<file path="config.mk">
export PLATFORM = sky130hd
export DESIGN_NAME = dsp_adpcm_frame_decoder_core
export DESIGN_NICKNAME = d
export VERILOG_FILES = /design/src/design/dafd_pkg.sv /design/src/design/dafd_ctrl.sv /design/src/design/dafd_datapath.sv /design/src/design/dsp_adpcm_frame_decoder_core.sv
export SDC_FILE = /design/constraint.sdc
export NUM_CORES = 2
export LEC_CHECK = 0
export BUFFER_PORTS_ARGS = -buffer_cell sky130_fd_sc_hd__clkbuf_2
export CORE_MARGIN = 10
export CORE_UTILIZATION = 50
export CTS_CLUSTER_DIAMETER = 200
export DETAILED_ROUTE_END_ITERATION = 10
export PLACE_DENSITY_LB_ADDON = 0.08
export SKIP_CTS_REPAIR_TIMING = 1
export SLEW_MARGIN = 20
export SYNTH_ARGS = -nofsm -noshare
export SYNTH_HDL_FRONTEND = slang
export SYNTH_HIERARCHICAL = 1
export SYNTH_SLANG_ARGS = --single-unit
</file>
<file path="constraint.sdc">
create_clock -name clk_i -period 16.91 [get_ports clk_i]
set_clock_uncertainty 0.15 [all_clocks]
set_input_delay 1.691 -clock clk_i [delete_from_list [all_inputs] [get_ports clk_i]]
set_output_delay 1.691 -clock clk_i [all_outputs]
set_load 0.01 [all_outputs]
</file>
<file path="src/design/dafd_pkg.sv">
package dafd_pkg;

  localparam int unsigned SAMPLES_PER_FRAME = 14;
  localparam int unsigned NUM_COEF_PAIRS    = 8;
  localparam int unsigned COEF_IDX_W        = $clog2(NUM_COEF_PAIRS);
  localparam int unsigned CFG_IDX_W         = 4;
  localparam int unsigned CFG_DATA_W        = 32;
  localparam int unsigned SAMPLE_IDX_W      = 4;
  localparam int unsigned PCM_W             = 16;
  localparam int unsigned FRAC_BITS         = 11;
  localparam int unsigned ACC_W             = 34;
  localparam logic signed [ACC_W-1:0] ROUND_BIAS = 34'sd1024;
  localparam logic signed [ACC_W-1:0] PCM_MAX    = 34'sd32767;
  localparam logic signed [ACC_W-1:0] PCM_MIN    = -34'sd32768;

  // controller -> datapath
  typedef struct packed {
    logic                    load;  // input request accepted
    logic                    step;  // decode one sample into the output register
    logic                    last;  // sample being decoded closes the frame
    logic [SAMPLE_IDX_W-1:0] idx;   // position of that sample
  } cmd_t;

endpackage

</file>
<file path="src/design/dafd_ctrl.sv">
module dafd_ctrl (
  input  logic                                clk_i,
  input  logic                                rst_ni,
  input  logic                                in_valid_i,
  output logic                                in_ready_o,
  input  logic [dafd_pkg::SAMPLE_IDX_W-1:0]   sample_count_i,
  output logic                                out_valid_o,
  input  logic                                out_ready_i,
  output dafd_pkg::cmd_t                      cmd_o
);

  typedef enum logic {
    ST_IDLE,
    ST_RUN
  } state_e;

  state_e                            state_q;
  logic                              out_valid_q;
  logic [dafd_pkg::SAMPLE_IDX_W-1:0] idx_q;
  logic [dafd_pkg::SAMPLE_IDX_W-1:0] last_idx_q;
  logic [dafd_pkg::SAMPLE_IDX_W-1:0] count_clamped;
  logic                              accept;
  logic                              step;
  logic                              last;

  always_comb begin
    if (sample_count_i > dafd_pkg::SAMPLE_IDX_W'(dafd_pkg::SAMPLES_PER_FRAME)) begin
      count_clamped = dafd_pkg::SAMPLE_IDX_W'(dafd_pkg::SAMPLES_PER_FRAME);
    end else begin
      count_clamped = sample_count_i;
    end
  end

  assign in_ready_o = (state_q == ST_IDLE);
  assign accept     = in_valid_i && in_ready_o;
  // output slot is free or being emptied this cycle
  assign step       = (state_q == ST_RUN) && (!out_valid_q || out_ready_i);
  assign last       = (idx_q == last_idx_q);

  assign out_valid_o = out_valid_q;
  assign cmd_o.load  = accept;
  assign cmd_o.step  = step;
  assign cmd_o.last  = last;
  assign cmd_o.idx   = idx_q;

  always_ff @(posedge clk_i or negedge rst_ni) begin
    if (!rst_ni) begin
      state_q     <= ST_IDLE;
      out_valid_q <= 1'b0;
      idx_q       <= '0;
      last_idx_q  <= '0;
    end else begin
      if (step) begin
        out_valid_q <= 1'b1;
      end else if (out_ready_i) begin
        out_valid_q <= 1'b0;
      end
      unique case (state_q)
        ST_IDLE: begin
          if (accept && (count_clamped != '0)) begin
            state_q    <= ST_RUN;
            idx_q      <= '0;
            last_idx_q <= count_clamped - 1'b1;
          end
        end
        ST_RUN: begin
          if (step) begin
            if (last) begin
              state_q <= ST_IDLE;
            end else begin
              idx_q <= idx_q + 1'b1;
            end
          end
        end
        default: begin
          state_q <= ST_IDLE;
        end
      endcase
    end
  end

endmodule

</file>
<file path="src/design/dafd_datapath.sv">
module dafd_datapath (
  input  logic                                clk_i,
  input  logic                                rst_ni,
  input  logic                                cfg_we_i,
  input  logic [dafd_pkg::CFG_IDX_W-1:0]      cfg_index_i,
  input  logic [dafd_pkg::CFG_DATA_W-1:0]     cfg_data_i,
  input  dafd_pkg::cmd_t                      cmd_i,
  input  logic [63:0]                         frame_bytes_i,
  input  logic                                load_history_i,
  input  logic signed [15:0]                  history_newest_i,
  input  logic signed [15:0]                  history_older_i,
  output logic signed [15:0]                  pcm_sample_o,
  output logic [dafd_pkg::SAMPLE_IDX_W-1:0]   sample_index_o,
  output logic                                last_of_frame_o
);

  localparam int unsigned AccW = dafd_pkg::ACC_W;

  logic [dafd_pkg::CFG_DATA_W-1:0]   coef_q [dafd_pkg::NUM_COEF_PAIRS];
  logic [dafd_pkg::CFG_DATA_W-1:0]   coef_sel;
  logic [55:0]                       nib_q;
  logic [3:0]                        shift_q;
  logic signed [15:0]                c1_q, c2_q;
  logic signed [15:0]                hist1_q, hist2_q;
  logic signed [15:0]                pcm_q;
  logic [dafd_pkg::SAMPLE_IDX_W-1:0] idx_q;
  logic                              last_q;

  logic signed [3:0]      nib;
  logic signed [AccW-1:0] nib_term;
  logic signed [31:0]     prod1, prod2;
  logic signed [AccW-1:0] acc;
  logic signed [AccW-1:0] acc_sh;
  logic signed [15:0]     smp;

  // coefficient register file
  always_ff @(posedge clk_i or negedge rst_ni) begin
    if (!rst_ni) begin
      for (int i = 0; i < dafd_pkg::NUM_COEF_PAIRS; i++) begin
        coef_q[i] <= '0;
      end
    end else if (cfg_we_i &&
                 (cfg_index_i < dafd_pkg::CFG_IDX_W'(dafd_pkg::NUM_COEF_PAIRS))) begin
      coef_q[cfg_index_i[dafd_pkg::COEF_IDX_W-1:0]] <= cfg_data_i;
    end
  end

  // predictor index: low 3 bits of the header's upper nibble
  assign coef_sel = coef_q[frame_bytes_i[60 +: dafd_pkg::COEF_IDX_W]];

  // per-sample arithmetic
  assign nib      = signed'(nib_q[55:52]);
  assign nib_term = AccW'(nib) <<< (5'(shift_q) + 5'(dafd_pkg::FRAC_BITS));
  assign prod1    = c1_q * hist1_q;
  assign prod2    = c2_q * hist2_q;
  assign acc      = nib_term + dafd_pkg::ROUND_BIAS + AccW'(prod1) + AccW'(prod2);
  assign acc_sh   = acc >>> dafd_pkg::FRAC_BITS;

  always_comb begin
    priority if (acc_sh > dafd_pkg::PCM_MAX) begin
      smp = 16'sh7fff;
    end else if (acc_sh < dafd_pkg::PCM_MIN) begin
      smp = -16'sh8000;
    end else begin
      smp = acc_sh[15:0];
    end
  end

  // history
  always_ff @(posedge clk_i or negedge rst_ni) begin
    if (!rst_ni) begin
      hist1_q <= '0;
      hist2_q <= '0;
    end else if (cmd_i.load && load_history_i) begin
      hist1_q <= history_newest_i;
      hist2_q <= history_older_i;
    end else if (cmd_i.step) begin
      hist1_q <= smp;
      hist2_q <= hist1_q;
    end
  end

  // frame and output payload
  always_ff @(posedge clk_i) begin
    if (cmd_i.load) begin
      nib_q   <= frame_bytes_i[55:0];
      shift_q <= frame_bytes_i[59:56];
      c1_q    <= signed'(coef_sel[31:16]);
      c2_q    <= signed'(coef_sel[15:0]);
    end else if (cmd_i.step) begin
      nib_q <= {nib_q[51:0], 4'h0};
    end
    if (cmd_i.step) begin
      pcm_q  <= smp;
      idx_q  <= cmd_i.idx;
      last_q <= cmd_i.last;
    end
  end

  assign pcm_sample_o    = pcm_q;
  assign sample_index_o  = idx_q;
  assign last_of_frame_o = last_q;

endmodule

</file>
<file path="src/design/dsp_adpcm_frame_decoder_core.sv">
// ADPCM frame decoder core.
// Input channel (in_valid_i/in_ready_o) takes one 8-byte frame per request with
// its sample count and an optional history preload. Output channel
// (out_valid_o/out_ready_i) returns one request per decoded sample, with its
// index in the frame and a last flag on the final one; a count of zero gives none.
// Predictor pairs are loaded through cfg_we_i/cfg_index_i/cfg_data_i only while
// idle; the user must ensure it, the block does not. Indexes 8 and up are dropped.
// Timing: a frame is taken while idle; the controller then enters its run state
// and each step writes one sample into the output register, one sample per cycle
// while the receiver does not stall. The rate is set by
// the history recurrence: two 16x16 multiplies, an add and a saturate per cycle.
// The next frame is taken once the last sample has been computed, even while
// that sample still waits in the output register.
// When the receiver stalls, decoding halts with the pending sample held.
// Reset clears the coefficients, the history and all handshake state.
module dsp_adpcm_frame_decoder_core (
  input  logic                                clk_i,
  input  logic                                rst_ni,
  input  logic                                cfg_we_i,
  input  logic [dafd_pkg::CFG_IDX_W-1:0]      cfg_index_i,
  input  logic [dafd_pkg::CFG_DATA_W-1:0]     cfg_data_i,
  input  logic                                in_valid_i,
  output logic                                in_ready_o,
  input  logic [63:0]                         frame_bytes_i,
  input  logic [dafd_pkg::SAMPLE_IDX_W-1:0]   sample_count_i,
  input  logic                                load_history_i,
  input  logic signed [15:0]                  history_newest_i,
  input  logic signed [15:0]                  history_older_i,
  output logic                                out_valid_o,
  input  logic                                out_ready_i,
  output logic signed [15:0]                  pcm_sample_o,
  output logic [dafd_pkg::SAMPLE_IDX_W-1:0]   sample_index_o,
  output logic                                last_of_frame_o
);

  dafd_pkg::cmd_t cmd;

  dafd_ctrl u_ctrl (
    .clk_i          (clk_i),
    .rst_ni         (rst_ni),
    .in_valid_i     (in_valid_i),
    .in_ready_o     (in_ready_o),
    .sample_count_i (sample_count_i),
    .out_valid_o    (out_valid_o),
    .out_ready_i    (out_ready_i),
    .cmd_o          (cmd)
  );

  dafd_datapath u_datapath (
    .clk_i            (clk_i),
    .rst_ni           (rst_ni),
    .cfg_we_i         (cfg_we_i),
    .cfg_index_i      (cfg_index_i),
    .cfg_data_i       (cfg_data_i),
    .cmd_i            (cmd),
    .frame_bytes_i    (frame_bytes_i),
    .load_history_i   (load_history_i),
    .history_newest_i (history_newest_i),
    .history_older_i  (history_older_i),
    .pcm_sample_o     (pcm_sample_o),
    .sample_index_o   (sample_index_o),
    .last_of_frame_o  (last_of_frame_o)
  );

endmodule
</file>
==> results.sh <==
export IMPL_placementRows=103
export IMPL_n_antenna_cell=0
export IMPL_drtAntennaViolNets=0
export IMPL_drc=0
export IMPL_synth_async_reset_ratio=0.7251
export IMPL_clk_pin_slew_ns=0.06
export IMPL_worst_path_max_fanout=14
export IMPL_nets=4456
export IMPL_cts_root_buf="clkbuf_16"
export IMPL_fp_dieW_um=301.3
export IMPL_pin_count=165
export IMPL_ys_seq_elements=411
export IMPL_crit_top_cell="fa_1"
export IMPL_track_usage=0.2360
export IMPL_cts_tree="done"
export IMPL_areaGrowthSynthToFinish_pct=8.744
export IMPL_tns_ns=0
export IMPL_setup_viol=0
export IMPL_htree_num_levels=2
export IMPL_path_delay_family="adder cells"
export IMPL_synth_cells=3433
export IMPL_cp_slowest_cell="xor2_1"
export IMPL_portBuffers=163
export IMPL_crit_path_start_kind="flop"
export IMPL_grt_pass1_wl_um=165400
export IMPL_numCtsBuffers=49
export IMPL_crit_path_max_incr_delay_ns=0.68
export IMPL_rsz0062_at_grt="false"
export IMPL_worst_slew_pin_slew_ns=1.115
export IMPL_cp_end_kind="flop"
export IMPL_min_period_over_period=0.5944
export IMPL_arrival_ns=10.23
export IMPL_ys_warn_count=6
export IMPL_grt_pass1_vias=28940
export IMPL_grt_start_max_net_pins=104
export IMPL_fillers=6806
export IMPL_slew_viol_final=0
export IMPL_status="completed"
export IMPL_avgRoutedWirePerCell_um=22.17
export IMPL_synth_seq_area_share=0.2743
export IMPL_vias_per_cell=5.402
export IMPL_critPathBufInv=5
export IMPL_dp_hpwl_um=78020
export IMPL_finalWeightedCongestion=0.9223
export IMPL_required_ns=17.09
export IMPL_synth_edf_count=113
export IMPL_cap_violations=0
export IMPL_wirelength_um=102300
export IMPL_die_h_um=301.3
export IMPL_finalHoldViolCount=0
export IMPL_crit_type="reg -> reg"
export IMPL_die_area_um2=90750
export IMPL_worst_path_stages=27
export IMPL_clk_insertion_delay_late_ns=0.62
export IMPL_drt_first_iter_violations=1216
export IMPL_slew_headroom=0.2567
export IMPL_syn_area_per_cell_um2=11.52
export IMPL_period_minus_slack_ns=10.05
export IMPL_grt_overflow=0
export IMPL_synth_ff_type="dfrtp_1"
export IMPL_syn_cell_area_um2=39550
export IMPL_grt_antenna_before_repair=3
export IMPL_hold_depth=2
export IMPL_min_path_type="reg -> reg"
export IMPL_first_pass_iters=5
export IMPL_core_um2=78740
export IMPL_drive_above_1_share=0.2006
export IMPL_rr_worst_depth=27
export IMPL_timing_fmax_ghz=0.09949
export IMPL_synth_cell_types=74
export IMPL_vias=24930
export IMPL_cts_root_to_sink_buffers=3
export IMPL_start_util=0.5023
export IMPL_cts_sinks=411
## cell families after synthesis
| logic type | after synthesis | synth area share |
|---|---|---|
| flip-flops | 411 | 0.2743 |
| buffers and inverters | 842 | 0.08051 |
| XOR/XNOR | 47 | 0.01060 |
| adder cells (fa/ha/maj) | 789 | 0.3730 |
| other | 2 | 0.0001899 |
| AND/OR/NAND/NOR | 711 | 0.08883 |
| multiplexers | 435 | 0.1412 |
| AO/OA/AOI/OAI | 196 | 0.03135 |
## final cells by class
cell class | instances | area, µm² | area share
Tap cell | 1050 | 1314 | 0.03055
Sequential cell | 411 | 10850 | 0.2523
Timing Repair Buffer | 197 | 1100 | 0.02557
Clock inverter | 21 | 219.0 | 0.005091
Clock buffer | 69 | 1403 | 0.03261
Multi-Input combinational cell | 2182 | 25560 | 0.5942
Inverter | 684 | 2567 | 0.05970
## sequential cells by signal, summed over array words and instances, names as in the netlist
register / count
u_ctrl/idx_q: 4
u_ctrl/last_idx_q: 4
u_ctrl/out_valid_o: 1
u_ctrl/state_q: 1
u_datapath/c1_q: 16
u_datapath/c2_q: 16
u_datapath/coef_q: 256
u_datapath/hist1_q: 16
u_datapath/hist2_q: 16
u_datapath/last_of_frame_o: 1
u_datapath/nib_q: 56
u_datapath/pcm_sample_o: 16
u_datapath/sample_index_o: 4
u_datapath/shift_q: 4
## tightest hold or removal path, stage by stage, from the launching register on
cell,delay (ns)
dfrtp_1,0.36
nand2_1,0.06
nand2_1,0.05
## per-stage QoR
| stage | cell area, µm² | utilization | hold slack, ns | setup WS (ns) | cells |
|---|---|---|---|---|---|
| detailed placement | 41380 | 0.5256 | 0.3372 | 6.935 | 4524 |
| finish | 43010 | 0.5462 | 0.3499 | 6.858 | 4614 |
| floorplan | 39560 | - | 0.3070 | 7.929 | 3435 |
| global placement | 41380 | 0.5256 | 0.3260 | 6.986 | 4524 |
| global route | 43010 | 0.5462 | 0.3632 | 6.194 | 4614 |
| CTS | 43010 | 0.5462 | 0.3496 | 6.872 | 4614 |
## path summary, 6_finish.rpt
check / startpoint / endpoint / slack, ns
max in group asynchronous: rst_ni / u_datapath/coef_q[103] / 13.51
worst max register to register: u_datapath/shift_q[0] / u_datapath/pcm_sample_o[2] / 6.86
worst min register to register: u_ctrl/last_idx_q[3] / u_ctrl/last_idx_q[3] / 0.35
min in group asynchronous: rst_ni / u_datapath/hist2_q[5] / 0.92
worst max-delay path: u_datapath/shift_q[0] / u_datapath/pcm_sample_o[2] / 6.86
worst min-delay path: u_ctrl/last_idx_q[3] / u_ctrl/last_idx_q[3] / 0.35
## cells in the final DEF, fill, tap and decap left out, drive strengths merged, types with 4 or more instances in the layout
cell,Yosys,routed
inv,684,687
o21ai,69,69
and2,238,238
a31oi,4,4
nand3,14,14
nand2b,12,12
a21oi,64,64
a21boi,11,11
nand3b,5,5
fa,650,650
dfrtp,298,298
mux4,64,64
nor2,51,51
mux2i,28,28
edfxtp,113,113
buf,27,36
nor3b,14,14
ha,139,139
nand2,339,339
or3,5,5
nand4,8,8
mux2,343,343
nor2b,4,4
clkinv,0,13
xor2,15,15
nor3,9,9
xnor2,32,32
conb,2,4
o21a,6,6
clkbuf,131,230
a21o,9,9
## cells in the mapped netlist (3+ instances only)
cell | number | area, µm²
o21bai_1 | 3 | 22.52
buf_4 | 4 | 30.03
nor3b_1 | 14 | 105.1
xnor2_1 | 31 | 271.5
inv_1 | 684 | 2567
xor2_1 | 15 | 131.4
buf_1 | 21 | 78.83
or2_2 | 3 | 18.77
a41oi_1 | 3 | 26.28
and2_1 | 236 | 1476
mux2i_1 | 28 | 280.3
mux2_2 | 343 | 3862
o21ai_1 | 17 | 85.08
nor3_1 | 8 | 40.04
nand2b_1 | 12 | 75.07
o22ai_1 | 3 | 18.77
o21a_1 | 6 | 45.04
a21oi_1 | 59 | 295.3
a21boi_1 | 4 | 30.03
or3_1 | 5 | 31.28
dfrtp_1 | 298 | 7457
ha_1 | 139 | 1739
a31oi_1 | 4 | 25.02
a21oi_2 | 4 | 35.03
mux4_2 | 64 | 1441
nand2_1 | 339 | 1272
clkbuf_1 | 131 | 491.7
o211ai_1 | 3 | 22.52
a21o_1 | 9 | 67.56
nand3b_1 | 5 | 37.54
nand3_1 | 14 | 70.07
nor2b_1 | 4 | 25.02
nor2_1 | 50 | 187.7
nand4_1 | 8 | 50.05
o21ai_0 | 52 | 260.3
edfxtp_1 | 113 | 3393
a21boi_2 | 6 | 67.56
fa_1 | 650 | 13010
## layer usage
| layer | GRT usage | vias to the layer above | wire [µm] |
|---|---|---|---|
| met5 | 0 | - | 24 |
| met4 | 0.1095 | 4 | 5344 |
| met3 | 0.02739 | 180 | 4098 |
| met2 | 0.4163 | 525 | 53080 |
| met1 | 0.2864 | 13330 | 39740 |
| li1 | - | 10890 | - |
Power is left out: the tool's default activity adds up to more than one toggle a clock period on the data nets, which glitch-free logic cannot reach.
